`config.mk`:
```
export PLATFORM = sky130hd
export DESIGN_NAME = http_request_line_parser_top
export DESIGN_NICKNAME = d
export VERILOG_FILES = /design/src/hw/rtl/hrlp_pkg.sv /design/src/hw/rtl/hrlp_front.sv /design/src/hw/rtl/hrlp_back.sv /design/src/hw/rtl/http_request_line_parser_top.sv
export SDC_FILE = /design/constraint.sdc
export NUM_CORES = 1
export LEC_CHECK = 0
export BUFFER_PORTS_ARGS = -buffer_cell sky130_fd_sc_hd__buf_2
export CORE_ASPECT_RATIO = 0.5
export CORE_MARGIN = 5
export CORE_UTILIZATION = 65
export CTS_CLUSTER_DIAMETER = 30
export DETAILED_ROUTE_END_ITERATION = 8
export GPL_ROUTABILITY_DRIVEN = 0
export GPL_TIMING_DRIVEN = 0
export PLACE_DENSITY = 0.84
export SYNTH_ARGS = -nofsm -noshare
export SYNTH_HDL_FRONTEND = slang
export SYNTH_SLANG_ARGS = --single-unit
```
`constraint.sdc`:
```
create_clock -name i_clk -period 7.7 [get_ports i_clk]
set_input_delay 1.54 -clock i_clk [delete_from_list [all_inputs] [get_ports i_clk]]
set_output_delay 1.54 -clock i_clk [all_outputs]
set_load 0.05 [all_outputs]
```
`src/hw/rtl/hrlp_pkg.sv`:
```
package hrlp_pkg;

    localparam int METHOD_MAX_LEN  = 15;
    localparam int PATH_MAX_LEN    = 255;
    localparam int VERSION_MAX_LEN = 15;
    localparam int QUERY_BYTES     = 256;

    localparam int MAX_TOK_LEN =
        (METHOD_MAX_LEN > PATH_MAX_LEN) ?
            ((METHOD_MAX_LEN > VERSION_MAX_LEN) ? METHOD_MAX_LEN : VERSION_MAX_LEN) :
            ((PATH_MAX_LEN > VERSION_MAX_LEN) ? PATH_MAX_LEN : VERSION_MAX_LEN);
    localparam int TOK_W = $clog2(MAX_TOK_LEN + 1);
    localparam int QL_W  = $clog2(QUERY_BYTES);

    localparam logic [QL_W-1:0] QUERY_KEEP_MAX = QL_W'(QUERY_BYTES - 1);

    localparam int QDEPTH = 2;
    localparam int QPTR_W = $clog2(QDEPTH);
    localparam int QCNT_W = $clog2(QDEPTH + 1);

    localparam logic [2:0][7:0] GET_WORD = {8'h54, 8'h45, 8'h47};
    localparam logic [7:0][7:0] VER_WORD = "1.1/PTTH";
    localparam logic [7:0] CH_QMARK = 8'h3F;
    localparam logic [7:0] CH_SLASH = 8'h2F;
    localparam logic [7:0] CH_SPACE = 8'h20;
    localparam logic [7:0] CH_TAB   = 8'h09;
    localparam logic [7:0] CH_CR    = 8'h0D;

    localparam logic [2:0] MM_LEN = 3'd3;
    localparam logic [2:0] MM_BAD = 3'd7;
    localparam logic [3:0] VM_LEN = 4'd8;
    localparam logic [3:0] VM_BAD = 4'd15;

    localparam logic [1:0] FI_METHOD  = 2'd0;
    localparam logic [1:0] FI_PATH    = 2'd1;
    localparam logic [1:0] FI_VERSION = 2'd2;
    localparam logic [1:0] FI_DONE    = 2'd3;

    localparam logic [2:0] TAG_SEP     = 3'd0;
    localparam logic [2:0] TAG_METHOD  = 3'd1;
    localparam logic [2:0] TAG_PATH    = 3'd2;
    localparam logic [2:0] TAG_QUERY   = 3'd3;
    localparam logic [2:0] TAG_VERSION = 3'd4;
    localparam logic [2:0] TAG_TRAIL   = 3'd5;

    localparam logic [1:0] ST_OK        = 2'd0;
    localparam logic [1:0] ST_NOT_GET   = 2'd1;
    localparam logic [1:0] ST_MALFORMED = 2'd2;
    localparam logic [1:0] ST_TOO_FEW   = 2'd3;

    typedef struct packed {
        logic [7:0] in_byte;
        logic       last_byte;
    } t_in_item;

    typedef struct packed {
        logic [7:0] out_byte;
        logic [2:0] byte_tag;
        logic       is_last;
        logic [1:0] head_status;
    } t_out_item;

    typedef struct packed {
        logic [7:0] data;
        logic       last;
        logic       is_zero;
        logic       is_blank;
        logic       is_qmark;
        logic       is_slash;
        logic [2:0] get_hit;
        logic [7:0] ver_hit;
    } t_cls;

    function automatic logic [TOK_W-1:0] field_limit(input logic [1:0] fi);
        logic [TOK_W-1:0] lim;
        if (fi == FI_METHOD) begin
            lim = TOK_W'(METHOD_MAX_LEN);
        end else if (fi == FI_PATH) begin
            lim = TOK_W'(PATH_MAX_LEN);
        end else begin
            lim = TOK_W'(VERSION_MAX_LEN);
        end
        return lim;
    endfunction

endpackage

```
`src/hw/rtl/hrlp_front.sv`:
```
module hrlp_front (
    input  logic               i_clk,
    input  logic               i_rst_n,
    input  logic               i_push,
    input  hrlp_pkg::t_in_item i_in_item,
    output logic               o_full,
    output logic               o_cls_valid,
    output hrlp_pkg::t_cls     o_cls,
    input  logic               i_cls_take
);

    hrlp_pkg::t_cls r_mem [hrlp_pkg::QDEPTH];
    logic [hrlp_pkg::QPTR_W-1:0] r_wr_ptr;
    logic [hrlp_pkg::QPTR_W-1:0] r_rd_ptr;
    logic [hrlp_pkg::QCNT_W-1:0] r_cnt;
    hrlp_pkg::t_cls cls;
    logic wr_en;
    logic rd_en;

    always_comb begin
        cls.data     = i_in_item.in_byte;
        cls.last     = i_in_item.last_byte;
        cls.is_zero  = (i_in_item.in_byte == 8'h00);
        cls.is_blank = (i_in_item.in_byte == hrlp_pkg::CH_SPACE) ||
                       ((i_in_item.in_byte >= hrlp_pkg::CH_TAB) &&
                        (i_in_item.in_byte <= hrlp_pkg::CH_CR));
        cls.is_qmark = (i_in_item.in_byte == hrlp_pkg::CH_QMARK);
        cls.is_slash = (i_in_item.in_byte == hrlp_pkg::CH_SLASH);
        for (int i = 0; i < 3; i++) begin
            cls.get_hit[i] = (i_in_item.in_byte == hrlp_pkg::GET_WORD[i]);
        end
        for (int i = 0; i < 8; i++) begin
            cls.ver_hit[i] = (i_in_item.in_byte == hrlp_pkg::VER_WORD[i]);
        end
    end

    assign o_full      = (r_cnt == hrlp_pkg::QCNT_W'(hrlp_pkg::QDEPTH));
    assign o_cls_valid = (r_cnt != '0);
    assign o_cls       = r_mem[r_rd_ptr];
    assign wr_en       = i_push && !o_full;
    assign rd_en       = i_cls_take && o_cls_valid;

    always_ff @(posedge i_clk) begin
        if (wr_en) begin
            r_mem[r_wr_ptr] <= cls;
        end
    end

    always_ff @(posedge i_clk) begin
        if (!i_rst_n) begin
            r_wr_ptr <= '0;
            r_rd_ptr <= '0;
            r_cnt    <= '0;
        end else begin
            if (wr_en) begin
                r_wr_ptr <= r_wr_ptr + 1'b1;
            end
            if (rd_en) begin
                r_rd_ptr <= r_rd_ptr + 1'b1;
            end
            if (wr_en && !rd_en) begin
                r_cnt <= r_cnt + 1'b1;
            end else if (rd_en && !wr_en) begin
                r_cnt <= r_cnt - 1'b1;
            end
        end
    end

endmodule

```
`src/hw/rtl/hrlp_back.sv`:
```
module hrlp_back (
    input  logic                i_clk,
    input  logic                i_rst_n,
    input  logic                i_cls_valid,
    input  hrlp_pkg::t_cls      i_cls,
    output logic                o_cls_take,
    output logic                o_empty,
    output hrlp_pkg::t_out_item o_out_item,
    input  logic                i_pop
);

    logic [1:0]                r_fi;
    logic                      r_in_tok;
    logic [hrlp_pkg::TOK_W-1:0] r_tl;
    logic                      r_iq;
    logic [hrlp_pkg::QL_W-1:0]  r_ql;
    logic [2:0]                r_mm;
    logic [3:0]                r_vm;
    logic                      r_pss;
    logic                      r_ended;

    logic [1:0]                n_fi;
    logic                      n_in_tok;
    logic [hrlp_pkg::TOK_W-1:0] n_tl;
    logic                      n_iq;
    logic [hrlp_pkg::QL_W-1:0]  n_ql;
    logic [2:0]                n_mm;
    logic [3:0]                n_vm;
    logic                      n_pss;
    logic                      n_ended;

    hrlp_pkg::t_out_item r_mem [hrlp_pkg::QDEPTH];
    logic [hrlp_pkg::QPTR_W-1:0] r_wr_ptr;
    logic [hrlp_pkg::QPTR_W-1:0] r_rd_ptr;
    logic [hrlp_pkg::QCNT_W-1:0] r_cnt;

    hrlp_pkg::t_out_item res;
    logic [hrlp_pkg::TOK_W:0] tl_inc;
    logic [2:0] tokens;
    logic take;
    logic rd_en;

    assign take       = i_cls_valid && (r_cnt != hrlp_pkg::QCNT_W'(hrlp_pkg::QDEPTH));
    assign o_cls_take = take;
    assign o_empty    = (r_cnt == '0);
    assign o_out_item = r_mem[r_rd_ptr];
    assign rd_en      = i_pop && !o_empty;

    always_comb begin
        n_fi     = r_fi;
        n_in_tok = r_in_tok;
        n_tl     = r_tl;
        n_iq     = r_iq;
        n_ql     = r_ql;
        n_mm     = r_mm;
        n_vm     = r_vm;
        n_pss    = r_pss;
        n_ended  = r_ended;
        tl_inc   = '0;
        tokens   = '0;
        res.out_byte    = i_cls.data;
        res.byte_tag    = hrlp_pkg::TAG_SEP;
        res.is_last     = i_cls.last;
        res.head_status = hrlp_pkg::ST_OK;

        if (r_ended || (r_fi == hrlp_pkg::FI_DONE)) begin
            res.byte_tag = hrlp_pkg::TAG_TRAIL;
        end else if (i_cls.is_zero) begin
            n_ended      = 1'b1;
            res.byte_tag = hrlp_pkg::TAG_TRAIL;
        end else if (i_cls.is_blank) begin
            if (r_in_tok) begin
                n_fi     = r_fi + 2'd1;
                n_in_tok = 1'b0;
                n_tl     = '0;
            end
        end else begin
            if (!r_in_tok) begin
                n_in_tok = 1'b1;
                n_tl     = '0;
                if (r_fi == hrlp_pkg::FI_PATH) begin
                    n_pss = i_cls.is_slash;
                    n_iq  = 1'b0;
                    n_ql  = '0;
                end
            end
            unique case (r_fi)
                hrlp_pkg::FI_METHOD: begin
                    res.byte_tag = hrlp_pkg::TAG_METHOD;
                    if ((r_mm < hrlp_pkg::MM_LEN) && i_cls.get_hit[r_mm[1:0]]) begin
                        n_mm = r_mm + 3'd1;
                    end else begin
                        n_mm = hrlp_pkg::MM_BAD;
                    end
                end
                hrlp_pkg::FI_PATH: begin
                    if (n_iq) begin
                        if (n_ql < hrlp_pkg::QUERY_KEEP_MAX) begin
                            n_ql         = n_ql + 1'b1;
                            res.byte_tag = hrlp_pkg::TAG_QUERY;
                        end else begin
                            res.byte_tag = hrlp_pkg::TAG_SEP;
                        end
                    end else if (i_cls.is_qmark) begin
                        n_iq         = 1'b1;
                        res.byte_tag = hrlp_pkg::TAG_SEP;
                    end else begin
                        res.byte_tag = hrlp_pkg::TAG_PATH;
                    end
                end
                default: begin
                    res.byte_tag = hrlp_pkg::TAG_VERSION;
                    if ((r_vm < hrlp_pkg::VM_LEN) && i_cls.ver_hit[r_vm[2:0]]) begin
                        n_vm = r_vm + 4'd1;
                    end else begin
                        n_vm = hrlp_pkg::VM_BAD;
                    end
                end
            endcase
            tl_inc = {1'b0, n_tl} + 1'b1;
            if (tl_inc >= {1'b0, hrlp_pkg::field_limit(r_fi)}) begin
                n_fi     = r_fi + 2'd1;
                n_in_tok = 1'b0;
                n_tl     = '0;
            end else begin
                n_tl = tl_inc[hrlp_pkg::TOK_W-1:0];
            end
        end

        if (i_cls.last) begin
            tokens = {1'b0, n_fi} + {2'b00, n_in_tok};
            if (tokens < 3'd3) begin
                res.head_status = hrlp_pkg::ST_TOO_FEW;
            end else if (n_mm != hrlp_pkg::MM_LEN) begin
                res.head_status = hrlp_pkg::ST_NOT_GET;
            end else if ((n_vm != hrlp_pkg::VM_LEN) || !n_pss) begin
                res.head_status = hrlp_pkg::ST_MALFORMED;
            end
            n_fi     = hrlp_pkg::FI_METHOD;
            n_in_tok = 1'b0;
            n_tl     = '0;
            n_iq     = 1'b0;
            n_ql     = '0;
            n_mm     = '0;
            n_vm     = '0;
            n_pss    = 1'b0;
            n_ended  = 1'b0;
        end
    end

    always_ff @(posedge i_clk) begin
        if (take) begin
            r_mem[r_wr_ptr] <= res;
        end
    end

    always_ff @(posedge i_clk) begin
        if (!i_rst_n) begin
            r_fi     <= hrlp_pkg::FI_METHOD;
            r_in_tok <= 1'b0;
            r_tl     <= '0;
            r_iq     <= 1'b0;
            r_ql     <= '0;
            r_mm     <= '0;
            r_vm     <= '0;
            r_pss    <= 1'b0;
            r_ended  <= 1'b0;
            r_wr_ptr <= '0;
            r_rd_ptr <= '0;
            r_cnt    <= '0;
        end else begin
            if (take) begin
                r_fi     <= n_fi;
                r_in_tok <= n_in_tok;
                r_tl     <= n_tl;
                r_iq     <= n_iq;
                r_ql     <= n_ql;
                r_mm     <= n_mm;
                r_vm     <= n_vm;
                r_pss    <= n_pss;
                r_ended  <= n_ended;
                r_wr_ptr <= r_wr_ptr + 1'b1;
            end
            if (rd_en) begin
                r_rd_ptr <= r_rd_ptr + 1'b1;
            end
            if (take && !rd_en) begin
                r_cnt <= r_cnt + 1'b1;
            end else if (rd_en && !take) begin
                r_cnt <= r_cnt - 1'b1;
            end
        end
    end

endmodule

```
`src/hw/rtl/http_request_line_parser_top.sv`:
```
// HTTP request line parser. Bytes of a request head enter through a queue-like
// input (push, full) and leave through a queue-like output (empty, pop), one
// result transaction for each input transaction, in order.
// Each result carries the byte, its tag (separator, method, path, query,
// version or trailing), a last flag, and on the last byte the line status.
// An accepted byte is classified and stored in the classification queue; the
// back end then takes it into the result queue once that queue has room, and
// from there it can be popped. Throughput is one byte per cycle while the
// receiver keeps popping, set by the back end state update; a two-entry
// classification queue and a two-entry result queue sit between the stages.
// A synchronous active-low reset empties both queues and returns the parser to
// the start of a request line. The byte marked last also returns it there.
// When the receiver stops popping, the result queue fills, the back end stops
// taking classified bytes, and full rises after the front queue fills too; no
// transaction is lost or repeated.
module http_request_line_parser_top (
    input  logic                i_clk,
    input  logic                i_rst_n,
    input  logic                push,
    output logic                full,
    input  hrlp_pkg::t_in_item  i_in_item,
    output logic                empty,
    input  logic                pop,
    output hrlp_pkg::t_out_item o_out_item
);

    hrlp_pkg::t_cls cls;
    logic           cls_valid;
    logic           cls_take;

    hrlp_front u_front (
        .i_clk       (i_clk),
        .i_rst_n     (i_rst_n),
        .i_push      (push),
        .i_in_item   (i_in_item),
        .o_full      (full),
        .o_cls_valid (cls_valid),
        .o_cls       (cls),
        .i_cls_take  (cls_take)
    );

    hrlp_back u_back (
        .i_clk       (i_clk),
        .i_rst_n     (i_rst_n),
        .i_cls_valid (cls_valid),
        .i_cls       (cls),
        .o_cls_take  (cls_take),
        .o_empty     (empty),
        .o_out_item  (o_out_item),
        .i_pop       (pop)
    );

endmodule

```
==> summary.txt, run 1 <==
Critical path
  – Critical Path Fanout Max: 10
  – Startpoint types: flop
  – Worst Setup Path Type: flop to flop
  – Worst path required time: 7.87 ns
  – Critical Path Sink Type: flop
  – Critical Path AT: 4.97 ns

Global route
  – Gr usage total: 23.7%
  – Global route overflow: 0
  – First-pass GRT wire length: 18300 um
  – Largest net degree at the start of global routing: 22
  – Vias in the first global route: 3770
  – Initial antenna violation count: 0

Clock network
  – CTS Buf Count: 9
  – Clk buf depth: 2
  – Worst-Skew Late Latency: 0.35 ns
  – CTS Hold Bufs: 0
  – Post-CTS Setup Inserts: 0
  – CTS H-tree lvls: 3
  – CTS resizes: 0
  – Clock Sinks: 107
  – Clock-pin slew on the worst setup and hold paths: 0.07 ns
  – Root Driver: clkbuf_16
  – CTS tree: built

Floorplanning
  – Initial Util: 66.0%
  – I/O pin count: 29
  – Rows: 23
  – Std-Cell Core Area: about 7900 um^2
  – Die footprint: 10000 um^2
  – Die Width: 137 um
  – Die Ht: 73.3 um

Min path
  – Min-Delay Path Class: flop to flop

Routing
  – Post-DRT Antenna Nets: 0
  – First-pass iteration count of the detailed router: 6
  – DR vias/cell: 6.21
  – WL final: ~11000 um
  – Remaining DRCs: 0
  – Vias post-DR: 3875
  – Detailed router's first-iteration violation count: between 300 and 400
  – Post-detailed-route wirelength per cell: 17.6 um

Yosys
  – Post-synth EDFFs: 68
  – Yosys reg bits: 107
  – Mean area per synthesized cell: 11.1 um^2
  – Netlist Area Pre-Place: around 5200 um^2
  – Syn Nets: 497
  – Mapped Cells: between 400 and 500
  – Async SR Flop Fraction: 0%
  – Top_reg_cell synth: edfxtp_1
  – Sequential area share after synthesis: 54.2%
  – Distinct cells, synth: 72
  – Synth warnings: 0

Power and ir drop
  – VDD IR max: approximately 0.00027 V
  – Cell area power density: 349 nW/um^2
  – Leakage: 2.09 nW

STA
  – Final min period: 4.80 ns
  – Slew @ Worst Pin: roughly 1.2 ns
  – RSZ-0062 raised after global routing: false
  – Setup total negative slack: 0 ns
  – Hold slack: 0.489 ns
  – F_max: 0.208 GHz
  – Slew Limit Headroom: 18.5%
  – Crit share post-route: 62.4%
  – Max-slew violations: 0
  – Setup-failing EPs final: 0
  – Fin Clk Skew: 0.0103 ns
  – Fin. Hold Viols: 0

Cells and area
  – Fill count: 553
  – Layout cell share with drive strength beyond 1: 17.4%
  – Reg area: 2820 um^2
  – Final Cell Area: 5820 um^2
  – Area grow syn2layout: 11.9%
  – Multi-input logic area: about 2200 um^2
  – NumNets Final: approximately 540
  – N_diodes: 0

Job
  – Number of max-cap violations: 0

Placed design
  – Post-DP HPWL: 7440 um
  – Dpl cell area: 5500 um^2
  – PortBufs: 27

Outcome
  – Outcome: finished clean
[per-stage QoR]
step	std cells	setup slack [ns]	power, mW	utilization (%)
after CTS	624	2.99	2.03	73.9
after floorplan	468	3.71	1.36	-
after global placement	607	3.13	1.51	69.5
after global routing	624	2.55	2.13	73.9
after detailed placement	608	3.02	1.54	69.7
final	624	2.90	2.03	73.9
[final timing paths]
path                                   to  slack [ns]                         start  cells after the start
max reg2reg  u_back.r_mem[1][1]$_DFFE_PP_        2.90  u_back.r_in_tok$_SDFFE_PN0P_                     20
max          u_back.r_mem[1][1]$_DFFE_PP_        2.90  u_back.r_in_tok$_SDFFE_PN0P_                     20
min reg2reg   u_back.r_vm[3]$_SDFFE_PN0P_        0.49   u_back.r_vm[3]$_SDFFE_PN0P_                      2
min           u_back.r_vm[3]$_SDFFE_PN0P_        0.49   u_back.r_vm[3]$_SDFFE_PN0P_                      2
[Yosys cell counts, drive strengths merged (6+ instances only)]
cell type  instances  area share, %
xor2               8            1.3
dfxtp             39             15
o21ai             20            1.9
and2              10            1.2
a211oi             6            1.2
a22oi              9            1.3
inv               18            1.3
nand2             36            2.6
ha                16            3.8
or3                6           0.82
clkbuf            12           0.87
xnor2              7            1.2
mux2              27            5.8
edfxtp            68             39
a21oi             23            2.2
nand4              7           0.84
and3               6           0.72
nand3             18            1.7
nor2              47            3.4
nor3               7           0.77
[report_power, final]
part / switching [mW] / total [mW] / internal, mW
registers: 0.0527 / 0.808 / 0.755
clock network: 0.224 / 0.488 / 0.264
logic: 0.511 / 0.735 / 0.224
total: 0.788 / 2.03 / 1.24
[registers in the layout, indices dropped and copies added (netlist names), 2 cells and up, named ones only]
register and cells:
u_back.r_cnt 2, u_back.r_fi 2, u_back.r_mem 28, u_back.r_mm 3, u_back.r_ql 8, u_back.r_tl 8
u_back.r_vm 4, u_front.r_cnt 2, u_front.r_mem 40
[layout make-up]
class / instances / share of cell area (%)
Tap cell: 112 / 2.41
Inverter: 19 / 1.22
Clock buffer: 9 / 3.87
Clock inverter: 7 / 1.76
Multi-Input combinational cell: 326 / 38.5
Sequential cell: 107 / 48.5
Timing Repair Buffer: 28 / 2.58
Buffer: 16 / 1.20
[cell families after synthesis]
kind of cell | share of synthesized area (%)
mux | 8.05
buf+inv | 2.72
xor+xnor | 2.52
flops | 54.2
compound gates | 12.6
simple gates | 16.0
fa+ha+maj | 3.85
[critical path, cell delays in order, from the launching register on]
cell      delay (ns)
dfxtp_1         0.30
buf_2           0.18
clkbuf_1        0.33
nand2_1         0.16
inv_1           0.08
ha_1            0.28
nand3_1         0.16
xnor2_1         0.14
and2_1          0.17
ha_1            0.28
and4_1          0.19
o21ai_0         0.10
nor4b_1         0.53
o21a_1          0.32
xnor2_1         0.10
ha_1            0.20
ha_1            0.27
a21oi_1         0.30
a21oi_1         0.10
a21o_1          0.20
a31oi_1         0.20
[cell usage in the layout, fill, tap and decap left out, types with 9 or more instances in the layout]
master,count
and2_1,10
clkbuf_16,9
mux2_2,23
o21ai_0,13
ha_1,16
nand3_1,18
a22oi_1,9
dfxtp_1,39
edfxtp_1,68
nand2_1,35
nor2_1,46
clkbuf_1,12
a21oi_1,23
buf_2,29
inv_1,14
[per-layer routing]
layer | part of all wire, % | wire [um] | up-vias | GRT usage [%]
met5 | 0 | 0 | - | 0
met4 | 1.5 | 167 | 0 | 6.93
met3 | 7.3 | 801 | 17 | 5.75
met2 | 48 | 5270 | 167 | 39.7
met1 | 43 | 4710 | 1858 | 31.3
li1 | - | - | 1833 | -
(Power assumes the default switching activity.)
==> run 2, diff against run 1 <==
- CORE_UTILIZATION: 65 -> 61
- PLACE_DENSITY: 0.84 -> 0.8
- clock period: 7.7 -> 4.95 ns (I/O delays scaled with it)
==> summary.txt, run 2 (synthesis results as in run 1) <==
Critical path
  – Startpoint types: flop
  – Critical Path Sink Type: flop
  – Worst Setup Path Type: flop to flop
  – Worst path required time: 5.12 ns
  – Critical Path AT: 4.73 ns
  – Critical Path Fanout Max: 10

Cells and area
  – Largest register FFs: 40
  – Core Util, Final: 71.2%
  – Final Cell Area: 5800 um^2
  – Most used cells in the layout excluding fill and tap cells: 68 x edfxtp_1, 46 x nor2_1, 39 x dfxtp_1
  – N_diodes: 0
  – Commonest non-fill, non-tap cell in the layout: edfxtp_1
  – Largest registers: u_front.r_mem (40), u_back.r_mem (28)
  – NumNets Final: ~540
  – Largest Register: u_front.r_mem
  – Final Non-Filler Cells: 625
  – Layout cell share with drive strength beyond 1: 17.7%
  – Area grow syn2layout: 11.5%

STA
  – Setup total negative slack: 0 ns
  – Fin. Hold Viols: 0
  – RSZ-0062 raised after global routing: false
  – Setup-failing EPs final: 0
  – Final min period: 4.56 ns
  – Slew Limit Headroom: 16.6%
  – Fin Clk Skew: 0.0105 ns
  – Max-slew violations: 0
  – Slew @ Worst Pin: about 1.2 ns
  – Crit share post-route: 92.1%
  – F_max: 0.219 GHz

Placed design
  – Placed Instances: 608
  – Dpl cell area: 5500 um^2
  – Post-DP HPWL: 7460 um
  – PortBufs: 27

Clock network
  – Clock-pin slew on the worst setup and hold paths: approximately 0.080 ns
  – CTS H-tree lvls: 3
  – CTS resizes: 0
  – CTS tree: built
  – CTS Buf Count: 9
  – Worst-Skew Late Latency: 0.36 ns
  – Post-CTS Setup Inserts: 0
  – Clock Sinks: about 110
  – CTS Hold Bufs: 0
  – Root Driver: clkbuf_16
  – Clk buf depth: 2

Floorplanning
  – Die Ht: 75.3 um
  – Die Width: 141 um
  – Std-Cell Core Area: 8140 um^2
  – Initial Util: about 64%
  – Die footprint: around 11000 um^2
  – Rows: 23
  – I/O pin count: 29

Global route
  – Global route overflow: 0
  – Largest net degree at the start of global routing: 21
  – First-pass GRT wire length: 18400 um
  – Initial antenna violation count: 0
  – Vias in the first global route: between 3000 and 4000
  – Gr usage total: 22.6%

Job
  – Number of max-cap violations: 0

Routing
  – Post-DRT Antenna Nets: 0
  – Vias post-DR: 3788
  – First-pass iteration count of the detailed router: 5
  – Detailed router's first-iteration violation count: between 200 and 300
  – Post-detailed-route wirelength per cell: 17.8 um
  – DR vias/cell: 6.06
  – Remaining DRCs: 0
  – WL final: around 11000 um

Power and ir drop
  – Leakage: 2.07 nW
  – VDD IR max: 0.000387 V
  – Cell area power density: 534 nW/um^2

Outcome
  – Outcome: finished clean

Min path
  – Min-Delay Path Class: flop to flop
## run 2: power breakdown
group / internal [mW] / switching (mW) / leakage (nW)
sequential: 1.17 / 0.0814 / 0.956
combinational: 0.350 / 0.790 / 0.984
clock: 0.353 / 0.351 / 0.134
## run 2: area by class of cell
type	instances	area, um^2
Clock buffer	9	225
Fill cell	588	2340
Timing Repair Buffer	29	158
Buffer	16	70.1
Multi-Input combinational cell	326	2250
Inverter	19	71.3
Tap cell	112	140
Sequential cell	107	2820
Clock inverter	7	65.1
## run 2: worst paths after layout
check / from / slack [ns] / endpoint / cells after the start
max: u_back.r_in_tok$_SDFFE_PN0P_ / 0.39 / u_back.r_mem[1][1]$_DFFE_PP_ / 20
min: u_back.r_vm[3]$_SDFFE_PN0P_ / 0.49 / u_back.r_vm[3]$_SDFFE_PN0P_ / 2
max reg2reg: u_back.r_in_tok$_SDFFE_PN0P_ / 0.39 / u_back.r_mem[1][1]$_DFFE_PP_ / 20
min reg2reg: u_back.r_vm[3]$_SDFFE_PN0P_ / 0.49 / u_back.r_vm[3]$_SDFFE_PN0P_ / 2
## run 2: layer usage
layer | track usage, % | up-vias | wire (um)
met5 | 0 | - | 0
li1 | - | 1830 | -
met2 | 37.4 | 137 | 5280
met1 | 29.2 | 1808 | 4960
met4 | 7.73 | 0 | 146
met3 | 6.83 | 13 | 764
## run 2: worst max-delay path: stages (launching register included)
cell and delay, ns:
dfxtp_1 0.31, buf_2 0.19, clkbuf_1 0.32, nand2_1 0.16, inv_1 0.10, ha_1 0.25
nand3_1 0.15, xnor2_1 0.14, and2_1 0.17, ha_1 0.29, and4_1 0.20, o21ai_0 0.10
nor4b_2 0.35, o21a_1 0.30, xnor2_1 0.10, ha_1 0.20, ha_1 0.26, a21oi_1 0.31
a21oi_1 0.07, a21o_1 0.19, a31oi_1 0.21
## run 2: per-stage QoR
stage	setup slack, ns	total power, mW	hold slack (ns)
finish	0.391	3.10	0.494
global route	0.00633	3.25	0.490
floorplan	0.957	2.12	0.437
global placement	0.324	2.36	0.448
CTS	0.286	3.10	0.486
detailed placement	0.308	2.40	0.472
==> run 3, diff against run 2 <==
- CORE_UTILIZATION: 61 -> 55
- PLACE_DENSITY: 0.8 -> 0.76
- clock period: 4.95 -> 3.8 ns (I/O delays scaled with it)
==> summary.txt, run 3 (synthesis results as in run 1) <==
Clock network
  – Worst-Skew Late Latency: around 0.36 ns
  – CTS Buf Count: 9
  – CTS Hold Bufs: 0
  – CTS tree: built
  – Clock-pin slew on the worst setup and hold paths: 0.08 ns
  – Root Driver: clkbuf_16
  – Clock Sinks: 107
  – Clk buf depth: 2
  – CTS H-tree lvls: 3

Critical path
  – FF-to-FF setup slack: between 0.15 and 0.2 ns
  – Critical Path Fanout Max: 4
  – Slowest stage delay, CP: 0.33 ns
  – Critical Path AT: ~3.7 ns
  – Startpoint types: flop
  – Critical Path Sink Type: flop
  – FF-to-FF Start: u_back.r_in_tok$_SDFFE_PN0P_
  – Worst-case reg-to-reg path depth: 19
  – Slowest-stage cell, CP: dfxtp_2
  – Worst path required time: just under 4 ns
  – Crit path cell chain: buf_6 > clkbuf_8 > and2_4 > ha_4 > nand3_1 > xnor2_1 > and2_1 > ha_1 > a21o_1 > a21oi_1 > o221ai_1 > o21a_4 > xnor2_1 > ha_2 > ha_4 > a21oi_4 > a21o_1 > a221oi_2 > a31oi_2
  – Worst Setup Path Type: flop to flop
  – Crit Reg-Reg Endpoint: u_back.r_mem[1][1]$_DFFE_PP_

Cells and area
  – Area grow syn2layout: 15.4%
  – Reg area: ~2800 um^2
  – Final Non-Filler Cells: 640
  – Largest Register: u_front.r_mem
  – Multi-input logic area: roughly 2300 um^2
  – NumNets Final: around 540
  – Largest register FFs: 40
  – Most used cells in the layout excluding fill and tap cells: 68 x edfxtp_1, 45 x nor2_1, 38 x dfxtp_1
  – Commonest non-fill, non-tap cell in the layout: edfxtp_1
  – N_diodes: 0
  – Core Util, Final: 64.4%
  – Layout cell share with drive strength beyond 1: 21.4%
  – Largest registers: u_front.r_mem (40), u_back.r_mem (28)
  – Fill count: 721

Routing
  – Post-detailed-route wirelength per cell: 17.1 um
  – Remaining DRCs: 0
  – WL final: 10900 um
  – First-pass iteration count of the detailed router: 6
  – Detailed router's first-iteration violation count: 296
  – DR vias/cell: 5.94
  – Vias post-DR: 3803
  – Post-DRT Antenna Nets: 0

Min path
  – Hold EP: u_back.r_vm[3]$_SDFFE_PN0P_
  – Hold Crit Depth: 2
  – Hold Startpoint: u_back.r_vm[3]$_SDFFE_PN0P_
  – Min-Delay Path Class: flop to flop

Placed design
  – Post-DP HPWL: 7470 um
  – PortBufs: 27
  – Placed Instances: approximately 620

STA
  – Fin Clk Skew: 0.00704 ns
  – F_max: between 0.2 and 0.3 GHz
  – Crit share post-route: a little over nine tenths
  – Setup-failing EPs final: 0
  – Slew Limit Headroom: 17.9%
  – Max-slew violations: 0
  – Final min period: 3.64 ns
  – Fin. Hold Viols: 0
  – Slew @ Worst Pin: around 1.2 ns
  – Hold slack: 0.481 ns

Floorplanning
  – Die Ht: 78.8 um
  – Die Width: 148 um
  – Initial Util: 55.8%
  – Die footprint: 11600 um^2
  – Std-Cell Core Area: 9320 um^2
  – I/O pin count: 29
  – Rows: 25

Global route
  – Global route overflow: 0
  – Gr usage total: 19.6%
  – Largest net degree at the start of global routing: 22
  – First-pass GRT wire length: 18100 um
  – Vias in the first global route: 3692
  – Initial antenna violation count: 0

Power and ir drop
  – VDD IR max: 0.000502 V
  – Cell area power density: around 700 nW/um^2
  – Leakage: roughly 2.1 nW

Outcome
  – Outcome: finished clean

Job
  – Number of max-cap violations: 0
-- run 3: changes by cell type in the layout (fill, tap and decap cells not counted), moves of 2 or more --
cell	previous run	this run
buf_4	1	7
bufinv_16	0	2
clkinv_8	0	2
clkinvlp_4	3	0
ha_1	16	13
ha_4	0	2
-- run 3: worst max-delay path by stage --
stage | start | endpoint | cells after the start
6_report | u_back.r_in_tok$_SDFFE_PN0P_ | u_back.r_mem[1][1]$_DFFE_PP_ | 19
5_1_grt | u_back.r_in_tok$_SDFFE_PN0P_ | u_back.r_mem[0][1]$_DFFE_PP_ | 21
4_1_cts | u_back.r_in_tok$_SDFFE_PN0P_ | u_back.r_mem[0][1]$_DFFE_PP_ | 21
3_5_place_dp | u_back.r_in_tok$_SDFFE_PN0P_ | u_back.r_mem[1][1]$_DFFE_PP_ | 19
3_3_place_gp | u_back.r_in_tok$_SDFFE_PN0P_ | u_back.r_mem[0][1]$_DFFE_PP_ | 19
2_1_floorplan | u_back.r_in_tok$_SDFFE_PN0P_ | u_back.r_mem[0][1]$_DFFE_PP_ | 19
-- run 3: area by class of cell --
class,count,share of cell area (%)
clock buffer,9,3.75
sequential,107,47.0
inverter,19,1.19
tap,121,2.52
timing repair buffer,35,3.38
multi-input combinational,326,38.6
buffer,16,1.44
clock inverter,7,2.06
-- run 3: metal layers --
metal  vias to the layer above  GRT usage, %  wire length [um]
met2                       106          32.4              5120
li1                       1842             -                 -
met5                         -             0                 0
met1                      1837          25.9              5070
met4                         0          4.83               126
met3                        18          5.42               626
-- run 3: worst max-delay path: cells and delay by family (launching register included) --
family | cells | cell delay [ns]
DFF | 1 | 0.33
AOI/OAI and AO/OA | 8 | 1.36
adders and majority gates | 4 | 0.80
buffers and inverters | 2 | 0.23
and+or+nand+nor | 3 | 0.41
xor gates and xnor gates | 2 | 0.26
-- run 3: timing repair --
item,4_1_cts,5_1_grt
pin swaps,3,4
resized for setup,12,7
setup buffers,5,2
endpoints found under the setup margin,4,4
-- run 3: stage by stage --
stage               TNS (ns)  setup slack (ns)  total power, mW  area (um^2)
global placement       -1.48            -0.468             3.08         5500
finish                     0             0.159             4.23         6000
floorplan                  0            0.0300             2.77         5210
detailed placement     -1.68            -0.506             3.13         5520
global route          -0.103           -0.0519             4.45         6000
CTS                        0            0.0154             4.21         5950
-- run 3: power by group --
part           switching [mW]  internal, mW
Clock                   0.461         0.601
Sequential              0.103          1.53
Combinational            1.05         0.483
Total                    1.61          2.61
